<file path="src/rtl/core/sbeh_pkg.sv">
// Package for the swept box earliest hit block: payload types, constants and
// controller state encoding. Depends on nothing.
`default_nettype none
package sbeh_pkg;
	localparam int CoordW    = 24;
	localparam int TimeW     = 19;
	localparam int OutTimeW  = 17;
	localparam int PosW      = 16;
	localparam int MaxTargets = 65536;
	localparam int PosCapInt = (MaxTargets - 1) < 65535 ? (MaxTargets - 1) : 65535;
	localparam logic [PosW-1:0] PosCap = PosCapInt[PosW-1:0];
	localparam logic signed [TimeW-1:0] TimeLimit = 19'sd131072;
	localparam logic signed [TimeW-1:0] TimeOne   = 19'sd65536;
	localparam int DivNumW  = 42;
	localparam int DivCntW  = 6;

	typedef struct packed {
		logic signed [CoordW-1:0] mover_min_x;
		logic signed [CoordW-1:0] mover_min_y;
		logic signed [CoordW-1:0] mover_max_x;
		logic signed [CoordW-1:0] mover_max_y;
		logic signed [CoordW-1:0] velocity_x;
		logic signed [CoordW-1:0] velocity_y;
		logic signed [CoordW-1:0] target_min_x;
		logic signed [CoordW-1:0] target_min_y;
		logic signed [CoordW-1:0] target_max_x;
		logic signed [CoordW-1:0] target_max_y;
		logic                     last_target;
	} req_t;

	typedef struct packed {
		logic                hit_found;
		logic [OutTimeW-1:0] hit_time;
		logic                normal_on_y;
		logic                normal_negative;
		logic [PosW-1:0]     target_index;
	} rsp_t;

	typedef enum logic [2:0] {
		ST_IDLE, ST_START, ST_DIV, ST_NEXT, ST_EVAL, ST_OUT
	} state_t;

	typedef struct packed {
		logic       load;
		logic       div_start;
		logic [1:0] div_sel;
		logic       eval;
		logic       out_load;
	} cmd_t;

	typedef struct packed {
		logic div_done;
		logic last;
	} sts_t;
endpackage
`default_nettype wire

</file>
<file path="src/rtl/core/sbeh_if.sv">
// Valid/ready channel interface carrying one payload.
// Payload type is given by the instantiating module.
`default_nettype none
interface sbeh_if #(parameter type payload_t = logic) (input logic clk);
	logic     valid;
	logic     ready;
	payload_t data;
	modport source (output valid, output data, input ready);
	modport sink (input valid, input data, output ready);
endinterface
`default_nettype wire

</file>
<file path="src/rtl/core/swept_box_earliest_hit.sv">
// Top level of the swept box earliest hit block.
// Uses sbeh_pkg, sbeh_if, sbeh_ctrl and sbeh_datapath.
//
// Requests arrive on the req channel, one target box per request, with the
// moving box and its velocity. Each request takes four signed divisions on
// one shared radix-2 divider of 42 steps. Only a request marked last_target
// produces a result on the rsp channel, registered at its evaluation; it
// holds the earliest hit of the run. The result sits in an output register,
// so the next request is accepted while it waits; if a further last request
// finishes before the receiver takes the result, the block waits.
// Reset clears the run state and any pending result.
`default_nettype none
module swept_box_earliest_hit (
	input wire logic clk,
	input wire logic arst_n,
	sbeh_if.sink   req,
	sbeh_if.source rsp
);
	import sbeh_pkg::*;
	cmd_t cmd;
	sts_t sts;

	sbeh_ctrl u_ctrl (.clk, .arst_n, .in_valid(req.valid), .in_ready(req.ready),
		.out_valid(rsp.valid), .out_ready(rsp.ready), .sts, .cmd);

	sbeh_datapath u_dp (.clk, .arst_n, .cmd, .req(req.data), .sts, .rsp_q(rsp.data));
endmodule
`default_nettype wire

</file>
<file path="src/rtl/core/sbeh_div.sv">
// Radix-2 restoring signed divider with saturation to the time limits.
// Uses sbeh_pkg.
`default_nettype none
module sbeh_div (
	input  wire logic clk,
	input  wire logic arst_n,
	input  wire logic start,
	input  wire logic signed [sbeh_pkg::CoordW:0] span,
	input  wire logic signed [sbeh_pkg::CoordW-1:0] vel,
	output logic done,
	output logic signed [sbeh_pkg::TimeW-1:0] quot
);
	import sbeh_pkg::*;
	logic [DivNumW-1:0] rem_q, num_q;
	logic [CoordW-1:0]  den_q;
	logic               neg_q, busy_q;
	logic [DivCntW-1:0] cnt_q;
	logic [DivNumW-1:0] trial;
	logic [DivNumW-1:0] dabs;
	logic [CoordW-1:0]  vabs;
	logic               sat;
	logic signed [TimeW:0] sq;

	assign dabs = span[CoordW] ? DivNumW'(-{{(DivNumW-CoordW-17){span[CoordW]}}, span, 16'd0})
		: DivNumW'({span, 16'd0});
	assign vabs = vel[CoordW-1] ? -vel : vel;
	assign trial = {rem_q[DivNumW-2:0], num_q[DivNumW-1]};

	always_ff @(posedge clk or negedge arst_n) begin
		if (!arst_n) begin
			busy_q <= 1'b0;
			done <= 1'b0;
			cnt_q <= '0;
		end else begin
			done <= 1'b0;
			if (start) begin
				busy_q <= 1'b1;
				cnt_q <= DivCntW'(DivNumW);
			end else if (busy_q) begin
				cnt_q <= cnt_q - 1'b1;
				if (cnt_q == DivCntW'(1)) begin
					busy_q <= 1'b0;
					done <= 1'b1;
				end
			end
		end
	end

	always_ff @(posedge clk) begin
		if (start) begin
			rem_q <= '0;
			num_q <= dabs;
			den_q <= vabs;
			neg_q <= span[CoordW] ^ vel[CoordW-1];
		end else if (busy_q) begin
			num_q <= {num_q[DivNumW-2:0], 1'b0};
			if (trial >= DivNumW'(den_q)) begin
				rem_q <= trial - DivNumW'(den_q);
				num_q <= {num_q[DivNumW-2:0], 1'b1};
			end else begin
				rem_q <= trial;
			end
		end
	end

	assign sat = num_q > DivNumW'(TimeLimit);
	assign sq = sat ? (TimeW+1)'(TimeLimit) : (TimeW+1)'(num_q[TimeW-1:0]);
	assign quot = neg_q ? TimeW'(-sq) : TimeW'(sq);
endmodule
`default_nettype wire

</file>
<file path="src/rtl/core/sbeh_datapath.sv">
// Datapath: operand capture, shared divider, slab decision and best-hit store.
// Uses sbeh_pkg and sbeh_div.
`default_nettype none
module sbeh_datapath (
	input  wire logic clk,
	input  wire logic arst_n,
	input  wire sbeh_pkg::cmd_t cmd,
	input  wire sbeh_pkg::req_t req,
	output sbeh_pkg::sts_t sts,
	output sbeh_pkg::rsp_t rsp_q
);
	import sbeh_pkg::*;
	req_t r_q;
	logic signed [TimeW-1:0] t_q [4];
	logic signed [CoordW:0] span;
	logic signed [CoordW-1:0] vel;
	logic signed [TimeW-1:0] quot;
	logic div_done;
	logic best_valid_q, best_on_y_q, best_neg_q;
	logic [OutTimeW-1:0] best_time_q;
	logic [PosW-1:0] best_pos_q, pos_q;
	logic okx, oky, hit, on_x;
	logic signed [TimeW-1:0] xe, xx, ye, yx, entry, ext;
	logic [OutTimeW-1:0] tv;

	always_comb begin
		case (cmd.div_sel)
			2'd0: begin
				vel = r_q.velocity_x;
				span = r_q.velocity_x[CoordW-1] ? (r_q.target_max_x - r_q.mover_min_x)
					: (r_q.target_min_x - r_q.mover_max_x);
			end
			2'd1: begin
				vel = r_q.velocity_x;
				span = r_q.velocity_x[CoordW-1] ? (r_q.target_min_x - r_q.mover_max_x)
					: (r_q.target_max_x - r_q.mover_min_x);
			end
			2'd2: begin
				vel = r_q.velocity_y;
				span = r_q.velocity_y[CoordW-1] ? (r_q.target_max_y - r_q.mover_min_y)
					: (r_q.target_min_y - r_q.mover_max_y);
			end
			default: begin
				vel = r_q.velocity_y;
				span = r_q.velocity_y[CoordW-1] ? (r_q.target_min_y - r_q.mover_max_y)
					: (r_q.target_max_y - r_q.mover_min_y);
			end
		endcase
	end

	sbeh_div u_div (.clk, .arst_n, .start(cmd.div_start), .span, .vel,
		.done(div_done), .quot);

	always_ff @(posedge clk) begin
		if (cmd.load) r_q <= req;
		if (div_done) t_q[cmd.div_sel] <= quot;
	end

	always_comb begin
		okx = !(r_q.mover_max_x <= r_q.target_min_x || r_q.mover_min_x >= r_q.target_max_x);
		oky = !(r_q.mover_max_y <= r_q.target_min_y || r_q.mover_min_y >= r_q.target_max_y);
		xe = (r_q.velocity_x == '0) ? -TimeLimit : t_q[0];
		xx = (r_q.velocity_x == '0) ? TimeLimit : t_q[1];
		ye = (r_q.velocity_y == '0) ? -TimeLimit : t_q[2];
		yx = (r_q.velocity_y == '0) ? TimeLimit : t_q[3];
		on_x = xe > ye;
		entry = on_x ? xe : ye;
		ext = (xx < yx) ? xx : yx;
		hit = (r_q.velocity_x != '0 || okx) && (r_q.velocity_y != '0 || oky)
			&& !(entry > ext) && !(entry > TimeOne) && !(ext <= 0)
			&& !(xe > TimeOne) && !(ye > TimeOne);
		tv = entry[TimeW-1] ? '0 : entry[OutTimeW-1:0];
	end

	assign sts = '{div_done: div_done, last: r_q.last_target};

	always_ff @(posedge clk or negedge arst_n) begin
		if (!arst_n) begin
			best_valid_q <= 1'b0;
			best_time_q <= '0;
			best_on_y_q <= 1'b0;
			best_neg_q <= 1'b0;
			best_pos_q <= '0;
			pos_q <= '0;
		end else if (cmd.eval) begin
			if (r_q.last_target) begin
				best_valid_q <= 1'b0;
				best_time_q <= '0;
				best_on_y_q <= 1'b0;
				best_neg_q <= 1'b0;
				best_pos_q <= '0;
				pos_q <= '0;
			end else begin
				if (pos_q < PosCap) pos_q <= pos_q + 1'b1;
				if (hit && (!best_valid_q || tv < best_time_q)) begin
					best_valid_q <= 1'b1;
					best_time_q <= tv;
					best_on_y_q <= !on_x;
					best_neg_q <= on_x ? (r_q.velocity_x > 0) : (r_q.velocity_y > 0);
					best_pos_q <= pos_q;
				end
			end
		end
	end

	always_ff @(posedge clk) begin
		if (cmd.out_load) begin
			if (hit && (!best_valid_q || tv < best_time_q)) begin
				rsp_q <= '{1'b1, tv, !on_x,
					on_x ? (r_q.velocity_x > 0) : (r_q.velocity_y > 0), pos_q};
			end else if (best_valid_q) begin
				rsp_q <= '{1'b1, best_time_q, best_on_y_q, best_neg_q, best_pos_q};
			end else begin
				rsp_q <= '0;
			end
		end
	end
endmodule
`default_nettype wire

</file>
<file path="src/rtl/core/sbeh_ctrl.sv">
// Controller state machine sequencing the four divisions and the result.
// Uses sbeh_pkg.
`default_nettype none
module sbeh_ctrl (
	input  wire logic clk,
	input  wire logic arst_n,
	input  wire logic in_valid,
	output logic in_ready,
	output logic out_valid,
	input  wire logic out_ready,
	input  wire sbeh_pkg::sts_t sts,
	output sbeh_pkg::cmd_t cmd
);
	import sbeh_pkg::*;
	state_t state_q, state_d;
	logic [1:0] sel_q;
	logic ov_q;

	always_comb begin
		state_d = state_q;
		case (state_q)
			ST_IDLE:  if (in_valid) state_d = ST_START;
			ST_START: state_d = ST_DIV;
			ST_DIV:   if (sts.div_done) state_d = ST_NEXT;
			ST_NEXT:  state_d = (sel_q == 2'd3) ? ST_EVAL : ST_START;
			ST_EVAL:  state_d = (sts.last && ov_q && !out_ready) ? ST_EVAL : ST_IDLE;
			default:  state_d = ST_IDLE;
		endcase
	end

	always_comb begin
		cmd = '0;
		in_ready = 1'b0;
		cmd.div_sel = sel_q;
		case (state_q)
			ST_IDLE:  begin
				in_ready = 1'b1;
				cmd.load = in_valid;
			end
			ST_START: cmd.div_start = 1'b1;
			ST_EVAL:  begin
				if (!(sts.last && ov_q && !out_ready)) begin
					cmd.eval = 1'b1;
					cmd.out_load = sts.last;
				end
			end
			default: ;
		endcase
	end

	always_ff @(posedge clk or negedge arst_n) begin
		if (!arst_n) begin
			state_q <= ST_IDLE;
			sel_q <= 2'd0;
			ov_q <= 1'b0;
		end else begin
			state_q <= state_d;
			if (state_q == ST_NEXT) sel_q <= sel_q + 1'b1;
			if (cmd.out_load) ov_q <= 1'b1;
			else if (out_ready) ov_q <= 1'b0;
		end
	end

	assign out_valid = ov_q;

`ifndef SYNTH
	a_sel_idle: assert property (@(posedge clk) disable iff (!arst_n)
		state_q == ST_IDLE |-> sel_q == 2'd0) else $error("divider select not at start");
	a_out_hold: assert property (@(posedge clk) disable iff (!arst_n)
		cmd.out_load |-> !ov_q || out_ready) else $error("result overwritten");
	a_eval_once: assert property (@(posedge clk) disable iff (!arst_n)
		cmd.eval |=> !cmd.eval) else $error("double evaluation");
`endif
endmodule
`default_nettype wire

</file>
<file path="src/flat_wrapper.sv">
// flat-port wrapper written by rule: the top's interface ports become plain ports
module swept_box_earliest_hit_flat import sbeh_pkg::*;
  (clk, arst_n, req_valid, req_data, req_ready, rsp_valid, rsp_data, rsp_ready);
  sbeh_if #(.payload_t(req_t)) req_i (.clk(clk));
  sbeh_if #(.payload_t(rsp_t)) rsp_i (.clk(clk));
  input wire logic clk;
  input wire logic arst_n;
  input wire logic [$bits(req_i.valid)-1:0] req_valid;
  input wire logic [$bits(req_i.data)-1:0] req_data;
  output wire logic [$bits(req_i.ready)-1:0] req_ready;
  output wire logic [$bits(rsp_i.valid)-1:0] rsp_valid;
  output wire logic [$bits(rsp_i.data)-1:0] rsp_data;
  input wire logic [$bits(rsp_i.ready)-1:0] rsp_ready;
  assign req_i.valid = req_valid;
  assign req_i.data = req_data;
  assign req_ready = req_i.ready;
  assign rsp_valid = rsp_i.valid;
  assign rsp_data = rsp_i.data;
  assign rsp_i.ready = rsp_ready;
  swept_box_earliest_hit u_core (.clk(clk), .arst_n(arst_n), .req(req_i), .rsp(rsp_i));
endmodule
</file>
<file path="config.mk">
export PLATFORM = sky130hd
export DESIGN_NAME = swept_box_earliest_hit_flat
export DESIGN_NICKNAME = d
export VERILOG_FILES = /design/src/rtl/core/sbeh_pkg.sv /design/src/rtl/core/sbeh_if.sv /design/src/rtl/core/swept_box_earliest_hit.sv /design/src/rtl/core/sbeh_div.sv /design/src/rtl/core/sbeh_datapath.sv /design/src/rtl/core/sbeh_ctrl.sv /design/src/flat_wrapper.sv
export SDC_FILE = /design/constraint.sdc
export NUM_CORES = 1
export LEC_CHECK = 0
export BUFFER_PORTS_ARGS = -buffer_cell sky130_fd_sc_hd__buf_2
export CAP_MARGIN = 20
export CORE_AREA = 2 2 298 300
export CTS_CLUSTER_DIAMETER = 200
export DETAILED_ROUTE_END_ITERATION = 16
export DIE_AREA = 0 0 300 302
export GPL_TIMING_DRIVEN = 0
export PLACE_DENSITY = 0.52
export SYNTH_ARGS = -nofsm -noshare
export SYNTH_HDL_FRONTEND = slang
export SYNTH_HIERARCHICAL = 1
export SYNTH_SLANG_ARGS = --single-unit
</file>
<file path="constraint.sdc">
create_clock -name clk -period 11.2 [get_ports clk]
set_input_delay 2.24 -clock clk [delete_from_list [all_inputs] [get_ports clk]]
set_output_delay 2.24 -clock clk [all_outputs]
set_load 0.02 [all_outputs]
</file>
==> metrics, run 1 <==
die area 90600 sq um; Inserted Diodes 0; post-route setup slack 2020 ps; routed vias/inst 5.13; CP Launch Type flip-flop; period utilization 81.9%; worst endpoint data arrival time 9670 ps; Slew @ Worst Pin 956 ps; Setup CP Type reg -> reg; vias in the first global route 22600; root buffer cell clkbuf_16; Comb pwr share 44.6%; Longest Clk Path Bufs 3; Layout Skew 62.1 ps; # setup viols final 0; Critical Path Max Stage Delay 640 ps; height of the die 302 um; CTS tree yes; share of async-settable or async-resettable flops after synthesis 12.5%; Flop pwr share 33.5%; Post-synth EDFFs 420; initial antenna violation count 5; post-synthesis cell area 30300 sq um; die width 300 um; I/O Buffers 282; gp weighted congestion 0.873; Seq/Total Area, Yosys 49.8%; Mapped Cells 2896; CP max stage cell edfxtp_1; Initial Util 34.6%; Slew headroom 34.6%; Ys Warns 6; drt wl/cell 19.4 um; Crit Path Max Fanout 10; Avg Cell Area, Syn 10.5 sq um; total negative slack 0 ps; Clock transition at path regs 60 ps; I/O Pins 283; clk_lat worst skew 640 ps; Yosys reg bits 527; achievable clock frequency 109 MHz; final slew viol count 0; status complete, no violations; Final Hold Vio Count 0; leak pwr 14.9 nW; post-cts resize count 0; 1st-iter DRT viols 1339; post-route ant nets 0; Mapped Nets 3346; CTS Sinks 527; crit path time final 9180 ps; TritonRoute pass-1 iters 5; sw frac 39.6%; core area 87600 sq um; dpl ws 2120 ps; CTS buffer count 61; Final HPWL DP 68400 um; Pwr Density 252 nW/um^2; synth-to-layout area growth 17.0%; CP Data Required Time 11700 ps; DRT Wirelength 86800 um; Hold Crit Class reg -> reg; Clk pwr share 21.9%; Core Rows 109; post-CTS setup buffer count 0; Synth area leaders edfxtp_1, ha_1, dfrtp_1; Crit path top cell by count a21o_1; Nets 3707; ratio of cells with drive above 1 in the final layout 14.8%; via count 23000; DRC viols 0; first-pass GRT wire length 133000 um; Largest delay share family, worst path compound AO/OA/AOI/OAI gates; Internal Power 5.39 mW; # hold bufs at CTS 0; Tot Pwr 8.94 mW; CP bufs+invs 7; largest net degree at the start of global routing 68; Psw 3.54 mW; Yosys cell types 90; H-tree Lvls 2; max-cap violations 0; VDD IR-drop max 131 uV; Primary FF master, synth edfxtp_1; Crit. End Element flip-flop; total gr overflow 0; RSZ-0062 raised after global routing no; cell taking the most area after synthesis edfxtp_1; Synth top area share 41.7%; Tot GR Track Use 18.9%
## cell usage in the layout (no fill, tap or decap), drive strengths merged, types with 47 or more instances in the layout
| master | synthesis | routed |
|---|---|---|
| a21o | 79 | 79 |
| a21oi | 173 | 173 |
| buf | 31 | 328 |
| clkbuf | 73 | 158 |
| dfrtp | 66 | 66 |
| edfxtp | 420 | 420 |
| ha | 200 | 200 |
| inv | 221 | 221 |
| mux2i | 47 | 47 |
| nand2 | 276 | 276 |
| nand3 | 66 | 66 |
| nor2 | 223 | 223 |
| nor4 | 50 | 50 |
| o21ai | 137 | 137 |
| xnor2 | 108 | 108 |
| xor2 | 70 | 70 |
## routing by layer
layer	wire length [um]	up-vias	track usage, %
met1	40000	10900	25.9
met2	39900	576	30.8
met5	0	-	0
met4	2110	0	5.10
li1	-	11300	-
met3	4810	119	3.29
## cell type report
type,instances,area (sq um)
Timing Repair Buffer,298,1690
Tap cell,1165,1460
Clock buffer,85,1690
Inverter,221,830
Fill cell,8686,52100
Sequential cell,527,15100
Clock inverter,28,299
Buffer,104,455
Multi-Input combinational cell,2044,13900
## cell families (layout without fill, tap and decap cells)
| family | count (synthesis) | count (layout) | synth area share, % |
|---|---|---|---|
| flip-flops | 527 | 527 | 49.8 |
| AO/OA/AOI/OAI | 666 | 666 | 14.7 |
| AND/OR/NAND/NOR | 913 | 913 | 14.7 |
| adder cells (fa/ha/maj) | 205 | 205 | 8.59 |
| buffers and inverters | 325 | 736 | 4.24 |
| multiplexers | 82 | 82 | 2.87 |
| XOR/XNOR | 178 | 178 | 5.15 |
## stage by stage
| stage | instances | hold slack (ps) | util [%] | instance area [sq um] |
|---|---|---|---|---|
| after detailed placement | 4359 | 451 | 38.2 | 33500 |
| after global routing | 4472 | 514 | 40.5 | 35400 |
| after floorplan | 2896 | 431 | - | 30300 |
| after global placement | 4343 | 451 | 37.9 | 33100 |
| after CTS | 4472 | 464 | 40.5 | 35400 |
| final | 4472 | 471 | 40.5 | 35400 |
## final timing paths
path                                              from                           to  slack [ps]  depth (start not counted)
max                               u_core/u_dp/r_q[144]    u_core/u_dp/best_pos_q[9]        2020                         34
max reg2reg                       u_core/u_dp/r_q[144]    u_core/u_dp/best_pos_q[9]        2020                         34
min reg2reg                u_core/u_dp/u_div/rem_q[40]  u_core/u_dp/u_div/rem_q[40]         470                          2
min                        u_core/u_dp/u_div/rem_q[40]  u_core/u_dp/u_div/rem_q[40]         470                          2
min in group asynchronous                       arst_n    u_core/u_dp/best_pos_q[8]        1540                          1
max in group asynchronous                       arst_n   u_core/u_dp/u_div/cnt_q[1]        9070                          2
## power by group through the flow
| stage | Clock (mW) | Sequential [mW] | Combinational (mW) |
|---|---|---|---|
| global placement | 0 | 3.12 | 3.90 |
| CTS | 2.02 | 2.99 | 3.97 |
| finish | 1.96 | 3.00 | 3.98 |
| floorplan | 0 | 2.99 | 2.87 |
| global route | 2.10 | 3.05 | 4.44 |
| detailed placement | 0 | 3.03 | 3.95 |
## sequential cells by signal, summed over array words and instances, names as in the netlist, 2 cells and up
name / flops
u_core/u_dp/r_q: 240
u_core/u_dp/t_q: 76
u_core/u_dp/u_div/num_q: 42
u_core/u_dp/u_div/rem_q: 41
u_core/u_dp/rsp_q: 36
u_core/u_dp/u_div/den_q: 24
u_core/u_dp/best_time_q: 17
u_core/u_dp/best_pos_q: 16
u_core/u_dp/pos_q: 16
u_core/u_dp/u_div/cnt_q: 6
u_core/u_ctrl/state_q: 3
u_core/u_ctrl/sel_q: 2
## Yosys cell counts, types with 7 or more instances
cell type,count
a211oi_1,34
a21o_1,79
a21oi_1,173
a221o_1,7
a311oi_1,18
a31o_2,7
a31oi_1,23
and2_1,46
and3_1,17
and4_1,9
buf_1,11
buf_2,10
clkbuf_1,73
dfrtp_1,66
dfxtp_1,41
edfxtp_1,420
ha_1,200
inv_1,220
mux2_2,34
mux2i_1,47
nand2_1,276
nand2b_1,36
nand3_1,65
nand4_1,39
nor2_1,222
nor2b_1,44
nor3_1,45
nor4_1,49
o211ai_1,18
o21a_1,21
o21ai_0,135
o31a_1,7
o31ai_1,40
o32ai_1,18
o41ai_1,12
or2_2,12
or3_1,21
or4_1,11
xnor2_1,108
xor2_1,70
## tightest hold or removal path, delay by kind of cell (launching register included)
family | cells | cell delay [ps]
and+or+nand+nor | 2 | 120
DFF | 1 | 320
(Power assumes the default switching activity.)
==> run 2, diff against run 1 <==
==> constraint.sdc (replaced) <==
create_clock -name clk -period 9.5 [get_ports clk]
set_input_delay 1.9 -clock clk [delete_from_list [all_inputs] [get_ports clk]]
set_output_delay 1.9 -clock clk [all_outputs]
set_load 0.02 [all_outputs]
==> metrics, run 2 (synthesis results as in run 1) <==
die width 300 um; vias in the first global route 22600; Layout Utilization 40.5%; Biggest register u_core/u_dp/r_q; total gr overflow 0; Post-Place Cells 4359; via count 23000; Pwr Density 297 nW/um^2; period utilization 94.0%; post-route setup slack 571 ps; Layout Skew 63.7 ps; max-cap violations 0; status complete, no violations; I/O Buffers 282; CP Launch Type flip-flop; Final Hold Vio Count 0; CP max stage cell edfxtp_1; design area 35500 sq um; commonest non-fill, non-tap cell in the layout edfxtp_1; I/O Pins 283; Slew @ Worst Pin 951 ps; # hold bufs at CTS 0; post-route ant nets 0; # setup viols final 0; dpl ws 422 ps; DRC viols 0; Flop pwr share 33.5%; Final HPWL DP 68400 um; root buffer cell clkbuf_16; Inserted Diodes 0; CTS Sinks 527; Clock transition at path regs 60 ps; ratio of cells with drive above 1 in the final layout 14.9%; Crit path top cell by count a21o_1; Slew headroom 35.0%; worst endpoint data arrival time 9420 ps; post-cts resize count 0; 1st-iter DRT viols 1460; first-pass GRT wire length 133000 um; CP Data Required Time 10000 ps; Comb pwr share 44.6%; Internal Power 6.36 mW; Clk pwr share 21.9%; Non-Filler Instances 4473; Crit. End Element flip-flop; core area 87600 sq um; DRT Wirelength 86800 um; crit path time final 8930 ps; Tot Pwr 10.5 mW; RSZ-0062 raised after global routing no; H-tree Lvls 2; clk_lat worst skew 640 ps; Core Rows 109; final slew viol count 0; Psw 4.18 mW; sw frac 39.6%; Tot GR Track Use 18.9%; Crit Path Max Fanout 10; die area 90600 sq um; VDD IR-drop max 155 uV; TritonRoute pass-1 iters 6; largest net degree at the start of global routing 68; Setup CP Type reg -> reg; gp weighted congestion 0.873; CTS buffer count 61; Hold Crit Class reg -> reg; height of the die 302 um; Nets 3708; most frequent cells in the layout edfxtp_1, buf_2, nand2_1; Longest Clk Path Bufs 3; synth-to-layout area growth 17.1%; initial antenna violation count 5; routed vias/inst 5.13; CTS tree yes; Initial Util 34.6%; DP Area 33500 sq um; leak pwr 14.9 nW; biggest regs u_core/u_dp/r_q (240), u_core/u_dp/t_q (76), u_core/u_dp/u_div/num_q (42); drt wl/cell 19.4 um; Critical Path Max Stage Delay 650 ps; achievable clock frequency 112 MHz; max reg flops 240
run 2: stage by stage:
step	hold slack (ps)	setup TNS, ps
5_1_grt	514	0
6_report	472	0
2_1_floorplan	431	0
4_1_cts	464	0
3_3_place_gp	451	-330910
3_5_place_dp	451	0
run 2: what timing repair did:
action	CTS	global route
setup endpoints to repair	0	34
hold endpoints to repair	0	0
setup buffers	0	1
run 2: layout make-up:
cell class	count	area, sq um
clock buffers	85	1690
well taps	1165	1460
flip-flops and latches	527	15100
fillers	8687	52100
clock inverters	28	299
inverters	221	830
multi-input cells	2044	13900
plain buffers	104	455
repair buffers	299	1700
run 2: worst max-delay path: cells and delay by family, from the launching register on:
kind	cells	cell delay, ps
AOI/OAI and AO/OA	17	3490
adders and majority gates	2	560
buffers and inverters	8	2270
DFF	1	650
muxes	1	210
and+or+nand+nor	7	1560
run 2: path summary, 6_finish.rpt:
path / start / end / slack [ps] / cells after the start
max in group asynchronous: arst_n / u_core/u_dp/u_div/cnt_q[1] / 7710 / 2
min in group asynchronous: arst_n / u_core/u_dp/best_pos_q[8] / 1200 / 1
hold / removal: u_core/u_dp/u_div/rem_q[40] / u_core/u_dp/u_div/rem_q[40] / 470 / 2
hold reg to reg: u_core/u_dp/u_div/rem_q[40] / u_core/u_dp/u_div/rem_q[40] / 470 / 2
setup reg to reg: u_core/u_dp/r_q[144] / u_core/u_dp/best_pos_q[9] / 570 / 35
setup / recovery: u_core/u_dp/r_q[144] / u_core/u_dp/best_pos_q[9] / 570 / 35
run 2: power groups by stage:
stage | Sequential, mW | Clock (mW) | Combinational (mW)
final | 3.53 | 2.31 | 4.70
after global routing | 3.59 | 2.48 | 5.23
after CTS | 3.53 | 2.38 | 4.69
after detailed placement | 3.57 | 0 | 4.66
after global placement | 3.68 | 0 | 4.60
after floorplan | 3.53 | 0 | 3.39
run 2: routing by layer:
layer	track usage [%]	routed length, um	up-vias
met4	5.10	2100	0
li1	-	-	11300
met5	0	0	-
met3	3.29	4810	118
met2	30.8	39900	585
met1	25.9	40000	10900
